**config.mk**
```make
export PLATFORM = sky130hd
export DESIGN_NAME = color_life_automaton_step_core
export DESIGN_NICKNAME = d
export VERILOG_FILES = /design/src/rtl/cls_pkg.sv /design/src/rtl/color_life_automaton_step_core.sv /design/src/rtl/cls_line_mem.sv /design/src/rtl/cls_window.sv /design/src/rtl/cls_judge.sv
export SDC_FILE = /design/constraint.sdc
export NUM_CORES = 2
export LEC_CHECK = 0
export ABC_AREA = 1
export BUFFER_PORTS_ARGS = -buffer_cell sky130_fd_sc_hd__buf_2
export CAP_MARGIN = 0
export CORE_ASPECT_RATIO = 0.7
export CORE_UTILIZATION = 42
export DETAILED_ROUTE_END_ITERATION = 6
export PLACE_DENSITY = 0.67
export SYNTH_ARGS = -nofsm -noshare
export SYNTH_HDL_FRONTEND = slang
export SYNTH_HIERARCHICAL = 1
export SYNTH_SLANG_ARGS = --single-unit
```
**constraint.sdc**
```tcl
create_clock -name i_clk -period 11.65 [get_ports i_clk]
set_input_delay 0.5825 -clock i_clk [delete_from_list [all_inputs] [get_ports i_clk]]
set_output_delay 0.5825 -clock i_clk [all_outputs]
set_load 0.005 [all_outputs]
```
**src/rtl/cls_pkg.sv**
```systemverilog
// ----------------------------------------------------------------------------
// cls_pkg
// Shared types and constants for the colour life step core: packed cell
// layout, neighbourhood window, judge request and result records.
// ----------------------------------------------------------------------------
package cls_pkg;

    // field widths fixed by the cell stream format
    localparam int unsigned POS_W   = 6;
    localparam int unsigned COLOR_W = 8;
    localparam int unsigned CNT_W   = 4;   // live neighbour count, 0..8
    localparam int unsigned SUM_W   = 11;  // sum of up to 8 colour components

    // life rule thresholds
    localparam logic [CNT_W-1:0] BIRTH_COUNT   = 4'd3;
    localparam logic [CNT_W-1:0] SURVIVE_COUNT = 4'd2;

    // reciprocal of three, exact floor for sums below 2048
    localparam int unsigned      RECIP_W     = 10;
    localparam logic [RECIP_W-1:0] RECIP_THIRD = 10'd683;
    localparam int unsigned      RECIP_SHIFT = 11;

    // one grid cell
    typedef struct packed {
        logic               alive;
        logic [COLOR_W-1:0] red;
        logic [COLOR_W-1:0] green;
        logic [COLOR_W-1:0] blue;
    } t_cell;

    // one line store entry: the two rows above the current one
    typedef struct packed {
        t_cell upper;
        t_cell middle;
    } t_line_pair;

    // 3x3 window, entry index is row * 3 + column (row 0 oldest, column 0 oldest)
    typedef t_cell [8:0] t_window;

    // one cell to judge, taken from the window
    typedef struct packed {
        t_window          win;
        logic [2:0]       row_ok;   // window row lies inside the grid
        logic [2:0]       col_ok;   // window column lies inside the grid
        logic             lower;    // centre on window row 2, else row 1
        logic             right;    // centre on window column 2, else column 1
        logic [POS_W-1:0] row;
        logic [POS_W-1:0] col;
        logic             done;
    } t_judge_req;

    // one emitted cell
    typedef struct packed {
        logic               next_alive;
        logic [COLOR_W-1:0] next_red;
        logic [COLOR_W-1:0] next_green;
        logic [COLOR_W-1:0] next_blue;
        logic [POS_W-1:0]   out_column;
        logic [POS_W-1:0]   out_row;
        logic               frame_done;
    } t_result;

endpackage

```
**src/rtl/color_life_automaton_step_core.sv**
```systemverilog
// Path: when its window completes (one row plus one cell on), a cell's result passes line store
// read, window register, neighbour gather and output register. Throughput: one request per
// cycle while o_stall is low; the single judge takes cells in turn, so requests that complete
// two cells (last column below row 0, last row past column 0) or four (frame end) stall input.
// Reset (synchronous, active low) clears handshake state and the raster position; the line
// store is not cleared, entries outside the grid are masked by position.
// ----------------------------------------------------------------------------
// color_life_automaton_step_core
// Colour life step, rule B3/S23, over a raster stream of cells with a line
// store memory, a 3x3 window and a shared judge unit.
// ----------------------------------------------------------------------------
module color_life_automaton_step_core #(
    parameter int unsigned GRID_COLUMNS = 32,
    parameter int unsigned GRID_ROWS    = 32
) (
    input  logic                            i_clk,
    input  logic                            i_rst_n,
    input  logic                            i_valid,
    output logic                            o_stall,
    input  logic                            i_alive,
    input  logic [cls_pkg::COLOR_W-1:0]     i_red,
    input  logic [cls_pkg::COLOR_W-1:0]     i_green,
    input  logic [cls_pkg::COLOR_W-1:0]     i_blue,
    output logic                            o_valid,
    input  logic                            i_stall,
    output logic                            o_next_alive,
    output logic [cls_pkg::COLOR_W-1:0]     o_next_red,
    output logic [cls_pkg::COLOR_W-1:0]     o_next_green,
    output logic [cls_pkg::COLOR_W-1:0]     o_next_blue,
    output logic [cls_pkg::POS_W-1:0]       o_out_column,
    output logic [cls_pkg::POS_W-1:0]       o_out_row,
    output logic                            o_frame_done
);
    import cls_pkg::*;

    localparam int unsigned ADDR_W = (GRID_COLUMNS > 1) ? $clog2(GRID_COLUMNS) : 1;

    // raster position of the next request
    logic [POS_W-1:0] r_col, n_col;
    logic [POS_W-1:0] r_row, n_row;

    // request waiting for its line store read
    logic             r_s1_vld;
    t_cell            r_s1_cell;
    logic [POS_W-1:0] r_s1_col;
    logic [POS_W-1:0] r_s1_row;

    logic             in_acc, s1_adv, win_free;
    t_line_pair       rd_data, wr_data;
    t_cell [2:0]      fresh;
    logic             req_valid, req_ready;
    t_judge_req       req;
    t_result          res;

    assign in_acc  = i_valid && !o_stall;
    assign o_stall = r_s1_vld && !win_free;
    assign s1_adv  = r_s1_vld && win_free;

    // position counters
    always_comb begin
        if (r_col == POS_W'(GRID_COLUMNS - 1)) begin
            n_col = '0;
            n_row = (r_row == POS_W'(GRID_ROWS - 1)) ? '0 : r_row + POS_W'(1);
        end else begin
            n_col = r_col + POS_W'(1);
            n_row = r_row;
        end
    end

    always_ff @(posedge i_clk) begin
        if (!i_rst_n) begin
            r_col <= '0;
            r_row <= '0;
        end else if (in_acc) begin
            r_col <= n_col;
            r_row <= n_row;
        end
    end

    // read stage
    always_ff @(posedge i_clk) begin
        if (!i_rst_n) begin
            r_s1_vld <= 1'b0;
        end else if (in_acc) begin
            r_s1_vld <= 1'b1;
        end else if (s1_adv) begin
            r_s1_vld <= 1'b0;
        end
    end

    always_ff @(posedge i_clk) begin
        if (in_acc) begin
            r_s1_cell <= '{alive: i_alive, red: i_red, green: i_green, blue: i_blue};
            r_s1_col  <= r_col;
            r_s1_row  <= r_row;
        end
    end

    // line store rotation: middle row moves up, new cell becomes middle
    always_comb begin
        wr_data.upper  = rd_data.middle;
        wr_data.middle = r_s1_cell;
        fresh[0]       = rd_data.upper;
        fresh[1]       = rd_data.middle;
        fresh[2]       = r_s1_cell;
    end

    cls_line_mem #(
        .DEPTH  (GRID_COLUMNS),
        .ADDR_W (ADDR_W)
    ) u_line_mem (
        .i_clk     (i_clk),
        .i_rd_en   (in_acc),
        .i_rd_addr (r_col[ADDR_W-1:0]),
        .o_rd_data (rd_data),
        .i_wr_en   (s1_adv),
        .i_wr_addr (r_s1_col[ADDR_W-1:0]),
        .i_wr_data (wr_data)
    );

    cls_window #(
        .GRID_COLUMNS (GRID_COLUMNS),
        .GRID_ROWS    (GRID_ROWS)
    ) u_window (
        .i_clk       (i_clk),
        .i_rst_n     (i_rst_n),
        .i_shift     (s1_adv),
        .i_fresh     (fresh),
        .i_row       (r_s1_row),
        .i_col       (r_s1_col),
        .o_free      (win_free),
        .o_req_valid (req_valid),
        .o_req       (req),
        .i_req_ready (req_ready)
    );

    cls_judge u_judge (
        .i_clk       (i_clk),
        .i_rst_n     (i_rst_n),
        .i_req_valid (req_valid),
        .i_req       (req),
        .o_req_ready (req_ready),
        .o_valid     (o_valid),
        .o_result    (res),
        .i_stall     (i_stall)
    );

    // result fields
    assign o_next_alive = res.next_alive;
    assign o_next_red   = res.next_red;
    assign o_next_green = res.next_green;
    assign o_next_blue  = res.next_blue;
    assign o_out_column = res.out_column;
    assign o_out_row    = res.out_row;
    assign o_frame_done = res.frame_done;

endmodule

```
**src/rtl/cls_line_mem.sv**
```systemverilog
// ----------------------------------------------------------------------------
// cls_line_mem
// Line store: one entry per column holding the cells of the two previous
// rows. One registered read port, one write port.
// ----------------------------------------------------------------------------
module cls_line_mem #(
    parameter int unsigned DEPTH  = 32,
    parameter int unsigned ADDR_W = 5
) (
    input  logic               i_clk,
    input  logic               i_rd_en,
    input  logic [ADDR_W-1:0]  i_rd_addr,
    output cls_pkg::t_line_pair o_rd_data,
    input  logic               i_wr_en,
    input  logic [ADDR_W-1:0]  i_wr_addr,
    input  cls_pkg::t_line_pair i_wr_data
);
    import cls_pkg::*;

    t_line_pair r_mem [DEPTH];
    t_line_pair r_rd_data;

    // write port
    always_ff @(posedge i_clk) begin
        if (i_wr_en) begin
            r_mem[i_wr_addr] <= i_wr_data;
        end
    end

    // registered read port
    always_ff @(posedge i_clk) begin
        if (i_rd_en) begin
            r_rd_data <= r_mem[i_rd_addr];
        end
    end

    assign o_rd_data = r_rd_data;

endmodule

```
**src/rtl/cls_window.sv**
```systemverilog
// ----------------------------------------------------------------------------
// cls_window
// 3x3 neighbourhood window and result sequencer. Shifts in one column per
// request and hands the judge unit the zero to four cells that it completes.
// ----------------------------------------------------------------------------
module cls_window #(
    parameter int unsigned GRID_COLUMNS = 32,
    parameter int unsigned GRID_ROWS    = 32
) (
    input  logic                          i_clk,
    input  logic                          i_rst_n,
    input  logic                          i_shift,
    input  cls_pkg::t_cell [2:0]          i_fresh,
    input  logic [cls_pkg::POS_W-1:0]     i_row,
    input  logic [cls_pkg::POS_W-1:0]     i_col,
    output logic                          o_free,
    output logic                          o_req_valid,
    output cls_pkg::t_judge_req           o_req,
    input  logic                          i_req_ready
);
    import cls_pkg::*;

    t_window          r_win, n_win;
    logic [3:0]       r_pend;
    logic [2:0]       r_row_ok;
    logic [2:0]       r_col_ok;
    logic [POS_W-1:0] r_row;
    logic [POS_W-1:0] r_col;
    logic             r_frame_end;

    logic             row_ge1, col_ge1, last_row, last_col;
    logic [3:0]       new_pend;
    logic [1:0]       sel;
    logic [3:0]       sel_mask;
    logic             issue, single;

    // cells completed by the incoming column
    always_comb begin
        row_ge1  = (i_row != '0);
        col_ge1  = (i_col != '0);
        last_row = (i_row == POS_W'(GRID_ROWS - 1));
        last_col = (i_col == POS_W'(GRID_COLUMNS - 1));
        new_pend = {last_row & last_col, last_row & col_ge1,
                    row_ge1 & last_col,  row_ge1 & col_ge1};
    end

    // window shift, newest column on the right
    always_comb begin
        n_win = r_win;
        for (int a = 0; a < 3; a++) begin
            n_win[a*3]     = r_win[a*3 + 1];
            n_win[a*3 + 1] = r_win[a*3 + 2];
            n_win[a*3 + 2] = i_fresh[a];
        end
    end

    // pick the oldest pending cell
    always_comb begin
        if (r_pend[0]) begin
            sel = 2'd0;
        end else if (r_pend[1]) begin
            sel = 2'd1;
        end else if (r_pend[2]) begin
            sel = 2'd2;
        end else begin
            sel = 2'd3;
        end
        sel_mask = 4'b0001 << sel;
        single   = ((r_pend & (r_pend - 4'd1)) == 4'd0);
        issue    = (r_pend != 4'd0) && i_req_ready;
        o_free   = (r_pend == 4'd0) || (issue && single);
    end

    // request to the judge unit
    always_comb begin
        o_req_valid  = (r_pend != 4'd0);
        o_req.win    = r_win;
        o_req.row_ok = r_row_ok;
        o_req.col_ok = r_col_ok;
        o_req.lower  = sel[1];
        o_req.right  = sel[0];
        o_req.row    = sel[1] ? r_row : r_row - POS_W'(1);
        o_req.col    = sel[0] ? r_col : r_col - POS_W'(1);
        o_req.done   = r_frame_end && single;
    end

    // pending list
    always_ff @(posedge i_clk) begin
        if (!i_rst_n) begin
            r_pend <= 4'd0;
        end else if (i_shift) begin
            r_pend <= new_pend;
        end else if (issue) begin
            r_pend <= r_pend & ~sel_mask;
        end
    end

    // window and its position
    always_ff @(posedge i_clk) begin
        if (i_shift) begin
            r_win       <= n_win;
            r_row       <= i_row;
            r_col       <= i_col;
            r_row_ok    <= {1'b1, row_ge1, i_row > POS_W'(1)};
            r_col_ok    <= {1'b1, col_ge1, i_col > POS_W'(1)};
            r_frame_end <= last_row & last_col;
        end
    end

endmodule

```
**src/rtl/cls_judge.sv**
```systemverilog
// ----------------------------------------------------------------------------
// cls_judge
// Shared judge unit: gathers live neighbours of one cell per cycle unless
// stalled; B3/S23 and the colour average follow in the output register stage.
// ----------------------------------------------------------------------------
module cls_judge (
    input  logic                i_clk,
    input  logic                i_rst_n,
    input  logic                i_req_valid,
    input  cls_pkg::t_judge_req i_req,
    output logic                o_req_ready,
    output logic                o_valid,
    output cls_pkg::t_result    o_result,
    input  logic                i_stall
);
    import cls_pkg::*;

    // gather stage registers
    logic             r_a_vld;
    logic [CNT_W-1:0] r_a_cnt;
    logic [SUM_W-1:0] r_a_sum_r, r_a_sum_g, r_a_sum_b;
    logic             r_a_self;
    logic [POS_W-1:0] r_a_row, r_a_col;
    logic             r_a_done;

    // output stage registers
    logic             r_o_vld;
    t_result          r_res, n_res;

    logic             b_ready, a_load;
    logic [CNT_W-1:0] cnt;
    logic [SUM_W-1:0] sum_r, sum_g, sum_b;
    logic             self_alive;
    logic [2:0]       row_near, col_near;
    logic             take, born, three;

    // truncated average by two or three
    function automatic logic [COLOR_W-1:0] avg(input logic [SUM_W-1:0] sum,
                                               input logic by_three);
        logic [SUM_W+RECIP_W-1:0] prod;
        begin
            prod = (SUM_W + RECIP_W)'(sum) * (SUM_W + RECIP_W)'(RECIP_THIRD);
            avg  = by_three ? prod[RECIP_SHIFT +: COLOR_W] : sum[1 +: COLOR_W];
        end
    endfunction

    assign b_ready     = !r_o_vld || !i_stall;
    assign o_req_ready = !r_a_vld || b_ready;
    assign a_load      = i_req_valid && o_req_ready;

    // neighbour gather over the window
    always_comb begin
        row_near = {1'b1, 1'b1, !i_req.lower};
        col_near = {1'b1, 1'b1, !i_req.right};
        cnt      = '0;
        sum_r    = '0;
        sum_g    = '0;
        sum_b    = '0;
        take     = 1'b0;
        for (int a = 0; a < 3; a++) begin
            for (int b = 0; b < 3; b++) begin
                take = row_near[a] && col_near[b] && i_req.row_ok[a] && i_req.col_ok[b]
                       && !((a == (i_req.lower ? 2 : 1)) && (b == (i_req.right ? 2 : 1)))
                       && i_req.win[a*3 + b].alive;
                cnt   = cnt + CNT_W'(take);
                sum_r = sum_r + (take ? SUM_W'(i_req.win[a*3 + b].red)   : '0);
                sum_g = sum_g + (take ? SUM_W'(i_req.win[a*3 + b].green) : '0);
                sum_b = sum_b + (take ? SUM_W'(i_req.win[a*3 + b].blue)  : '0);
            end
        end
        case ({i_req.lower, i_req.right})
            2'b00:   self_alive = i_req.win[4].alive;
            2'b01:   self_alive = i_req.win[5].alive;
            2'b10:   self_alive = i_req.win[7].alive;
            2'b11:   self_alive = i_req.win[8].alive;
            default: self_alive = 1'b0;
        endcase
    end

    always_ff @(posedge i_clk) begin
        if (!i_rst_n) begin
            r_a_vld <= 1'b0;
        end else if (o_req_ready) begin
            r_a_vld <= i_req_valid;
        end
    end

    always_ff @(posedge i_clk) begin
        if (a_load) begin
            r_a_cnt   <= cnt;
            r_a_sum_r <= sum_r;
            r_a_sum_g <= sum_g;
            r_a_sum_b <= sum_b;
            r_a_self  <= self_alive;
            r_a_row   <= i_req.row;
            r_a_col   <= i_req.col;
            r_a_done  <= i_req.done;
        end
    end

    // life rule and colour average
    always_comb begin
        three = (r_a_cnt == BIRTH_COUNT);
        born  = three || (r_a_self && (r_a_cnt == SURVIVE_COUNT));
        n_res.next_alive = born;
        n_res.next_red   = born ? avg(r_a_sum_r, three) : '0;
        n_res.next_green = born ? avg(r_a_sum_g, three) : '0;
        n_res.next_blue  = born ? avg(r_a_sum_b, three) : '0;
        n_res.out_column = r_a_col;
        n_res.out_row    = r_a_row;
        n_res.frame_done = r_a_done;
    end

    always_ff @(posedge i_clk) begin
        if (!i_rst_n) begin
            r_o_vld <= 1'b0;
        end else if (b_ready) begin
            r_o_vld <= r_a_vld;
        end
    end

    always_ff @(posedge i_clk) begin
        if (b_ready && r_a_vld) begin
            r_res <= n_res;
        end
    end

    assign o_valid  = r_o_vld;
    assign o_result = r_res;

endmodule

```
==> results.txt <==
The largest single stage delay on the critical path is 700 ps. The tightest slew margin relative to the limit came out at 0.0550. Data on the critical path is required at its endpoint by 12200 ps. The number of cell rows was 144. In this run the vertical extent of the chip is 397 um. The synthesized design contains 2018 enable-type register cells. The logs give 0 for the max-slew violation total from the final report and 225000 um^2 for the die area. The global-route wire length before repair was 360 mm.

Summed over all nets, the half-perimeter wirelength after detailed placement is 129 mm. Summed over all layers, the routed wires come to 239 mm. The total area inside the core boundary comes to 221000 um^2. The fraction of power spent switching nets is 0.407, and the final sum of negative setup slack is 0 ps. Cell count of the worst reg-to-reg path: 22. The tools report the maximum number of buffers from clock root to sink as 4.

At the end of routability-driven placement, the weighted congestion stood at 0.847. The logs give 0.331 for the sequential fraction of design power and 47 for the number of distinct library cells after synthesis. The cell taking the most area after synthesis is sky130_fd_sc_hd__edfxtp_1. Input and output buffers added on the ports amount to 68. Number of global-route vias before repair: 57700. Derived from the worst setup path, the maximum achievable clock frequency is 0.172 GHz. Compared with the post-synthesis result, the final layout area differs by 8.74%. The design internal power was 16600 uW.

The cell at the root of the clock tree is sky130_fd_sc_hd__clkbuf_16. The count of maximum capacitance violations was 0; the met3 wire length was 24.5 mm. The maximum resistive drop on vdd is 0.533 mV. The via density per instance works out to 5.38.

The final layout contains 8393 nets. Clock-pin slew was measured on the worst setup and hold paths at 60 ps. In the post-synthesis netlist, the biggest area contributors are sky130_fd_sc_hd__edfxtp_1, sky130_fd_sc_hd__nand2_1, sky130_fd_sc_hd__nand3_1, sky130_fd_sc_hd__fa_1, sky130_fd_sc_hd__ha_1. The depth of the worst hold-timing path came out at 1. For the total grt overflow, the log shows 0.

The proportion of netlist area held by the largest area contributor was 0.648. The critical path goes through o21ai_2, inv_2, inv_1, nand2_1, nand4_1, inv_1, nand2_1, fa_1, inv_1, fa_1, inv_1, fa_1, inv_1, fa_1, ha_1, fa_1, nand3_1, nand2_1, a21oi_1, nor2_1, nor2_1, xnor2_1. The routed length on met2 is 105 mm. In this run the top signal layer used is met5. The tools report the global router's overall resource usage as 0.211. The per-cell routed wire length was 21.8 um; the number of warning messages in the yosys log was 6.

Between clock sinks in the finished design, the worst skew comes to 50.1 ps. The run gives 6 as the number of antenna violations at the first check in global routing. sky130_fd_sc_hd__nand2_1 is the most common cell in the netlist. The run gives 105 mm as the met1 routed wirelength after detailed routing. The worst setup path is launched from a flip-flop. The synthesized area per cell is 11.8 um^2, and the die boundary width is 566 um. The ratio of total power to cell area was 276 nW/um^2. Among all stages on the critical path, the largest delay is contributed by sky130_fd_sc_hd__inv_1.

Setup violations remaining at the end of the flow were counted as 0. The clock period could shrink to 5800 ps. The final cycle utilization of the critical path was 0.498; the clock latency of the later-clocked register in the worst-skew pair was 840 ps. The routed layout has 59100 vias. The number of register bits inferred by synthesis was 2037. For the final hold violation count, the log shows 0. The commonest cells after synthesis are sky130_fd_sc_hd__nand2_1, sky130_fd_sc_hd__edfxtp_1, sky130_fd_sc_hd__nand3_1, sky130_fd_sc_hd__inv_1, sky130_fd_sc_hd__nor2_1.

The first detailed-routing pass ran for 6 iterations. The number of H-tree levels came out at 4. The clock net sink count was 2037. For the proportion of power drawn by the clock network, the log shows 0.215. The relative contribution of combinational cells to total power came out at 0.454. Async set-or-reset flop fraction in the synthesized netlist: 0.

The slew of the pin with the lowest slew margin was 1420 ps; the largest net degree at the start of global routing was 313. The run gives 7908 as the cell count after synthesis. After the first detailed-routing iteration, the DRC count stood at 7495.

The initial core utilization is 0.424, and the total power after layout is 28100 uW. The tools report the number of fillers in the final layout as 19400. The number of setup buffers added after CTS is 0. Dominant register cell in the synthesized netlist: sky130_fd_sc_hd__edfxtp_1. In this run the worst path has a maximum fanout of 20.

Once detail routing completed, the nets flagged for antenna violations numbered 0. TritonCTS built the clock tree. Clock tree synthesis inserted a total of 192 buffers. The layout cell share with drive strength beyond 1 was 0.0887.

The path class of the tightest hold or removal check is primary input to flip-flop. The worst setup path is captured at a flip-flop. The total I/O pin count came out at 69. The flow ran to the end, and the final reports show no timing, DRC or antenna violations. Setup repair after global routing left no endpoint under its margin.

Summed over all nets, the switching power comes to 11400 uW. The critical path is of the flip-flop to flip-flop type. The sequential cell area fraction in the yosys report is 0.652. The leakage component of the power is 0.0394 uW. Summing every instance area after synthesis gives 93500 um^2. Post-CTS repair changed the size of 0 cells.

The arrival time at the worst endpoint is 6350 ps. For this run, design rule violations remaining after detail routing come to 0.
-- cells by family after synthesis --
logic type,after synthesis,share of synthesized area
fa+ha+maj,458,0.0807
xor+xnor,40,0.00375
buf+inv,1011,0.0575
flops,2037,0.652
other cells,1,0.0000401
simple gates,4210,0.197
compound gates,151,0.00916
-- flip-flops by register name (all words and copies together), names as in the netlist, 11 cells and up --
name                  flops
fresh                    25
u_judge/o_result         38
u_judge/r_a_sum_b        11
u_judge/r_a_sum_g        11
u_judge/r_a_sum_r        11
u_line_mem/o_rd_data     50
u_line_mem/r_mem       1600
u_window/o_req          225
-- power groups by stage --
stage	clock network [uW]	logic [uW]	registers, uW
6_report	6040	12800	9280
5_1_grt	6400	14700	9340
4_1_cts	6130	12700	9290
3_5_place_dp	0	12500	9440
3_3_place_gp	0	12400	9420
2_1_floorplan	0	9630	9220
-- stage by stage --
step                hold WS [ps]   util  instances  worst slack [ps]  instance area [um^2]
floorplan                    400      -       7909              1800                 93500
global placement             403  0.433      10600              5960                 95600
detailed placement           406  0.433      10600              5900                 95600
CTS                         2.87  0.461      11000              5870                102000
global route               0.542  0.461      11000              5440                102000
finish                      13.9  0.461      11000              5850                102000
-- layer usage --
metal	vias to the layer above	global-route usage
met5	-	0
met4	2	0.0491
met3	360	0.0349
met2	2897	0.322
met1	29100	0.315
li1	26800	-
-- worst paths after layout --
check,from,slack [ps],to
max,u_window/r_pend[1]$_SDFFE_PN0P_,5850,u_judge/r_a_sum_g[8]$_DFFE_PP_
min,i_blue[6],10,fresh[56]$_DFFE_PP_
max reg2reg,u_window/r_pend[1]$_SDFFE_PN0P_,5850,u_judge/r_a_sum_g[8]$_DFFE_PP_
min reg2reg,u_line_mem/o_rd_data[26]$_DFFE_PP_,430,u_window/o_req[72]$_DFFE_PP_
-- cell usage in the layout (no fill, tap or decap), types with 7 or more instances in the layout --
| master | instances |
|---|---|
| sky130_fd_sc_hd__xnor2_1 | 15 |
| sky130_fd_sc_hd__o21ai_0 | 37 |
| sky130_fd_sc_hd__a21oi_1 | 74 |
| sky130_fd_sc_hd__inv_1 | 626 |
| sky130_fd_sc_hd__clkinv_2 | 24 |
| sky130_fd_sc_hd__nand4_1 | 19 |
| sky130_fd_sc_hd__clkbuf_16 | 196 |
| sky130_fd_sc_hd__buf_12 | 7 |
| sky130_fd_sc_hd__buf_2 | 68 |
| sky130_fd_sc_hd__inv_2 | 8 |
| sky130_fd_sc_hd__ha_1 | 216 |
| sky130_fd_sc_hd__nor2_4 | 35 |
| sky130_fd_sc_hd__buf_4 | 72 |
| sky130_fd_sc_hd__dlygate4sd3_1 | 24 |
| sky130_fd_sc_hd__clkbuf_1 | 47 |
| sky130_fd_sc_hd__xor2_1 | 25 |
| sky130_fd_sc_hd__clkinv_1 | 48 |
| sky130_fd_sc_hd__nor2_1 | 211 |
| sky130_fd_sc_hd__dfxtp_1 | 14 |
| sky130_fd_sc_hd__nand2_2 | 174 |
| sky130_fd_sc_hd__nand3_2 | 74 |
| sky130_fd_sc_hd__nand3_1 | 1242 |
| sky130_fd_sc_hd__nand2_1 | 2429 |
| sky130_fd_sc_hd__fa_1 | 242 |
| sky130_fd_sc_hd__o21a_1 | 10 |
| sky130_fd_sc_hd__edfxtp_1 | 2018 |
| sky130_fd_sc_hd__bufinv_16 | 12 |
-- layout make-up --
type,instances,area (um^2),area share
antenna,2,5.00,0.0000492
clock buffer,245,5110,0.0502
clock inverter,96,781,0.00768
inverter,643,2470,0.0243
multi-input combinational,4861,27400,0.270
sequential,2037,61000,0.600
tap,2920,3650,0.0359
timing repair buffer,171,1260,0.0124
-- critical path, delay by kind of cell, from the launching register on --
kind / cells / cell delay (ps)
xor+xnor: 1 / 80
fa+ha+maj: 6 / 2600
simple gates: 7 / 860
flops: 1 / 500
buf+inv: 6 / 1160
compound gates: 2 / 340
-- what timing repair did --
| item | CTS | global route |
|---|---|---|
| hold buffers | 24 | 0 |
| setup endpoints to repair | 0 | 0 |
| hold endpoints to repair | 24 | 0 |
No activity file was read; power rests on OpenSTA's default activity.
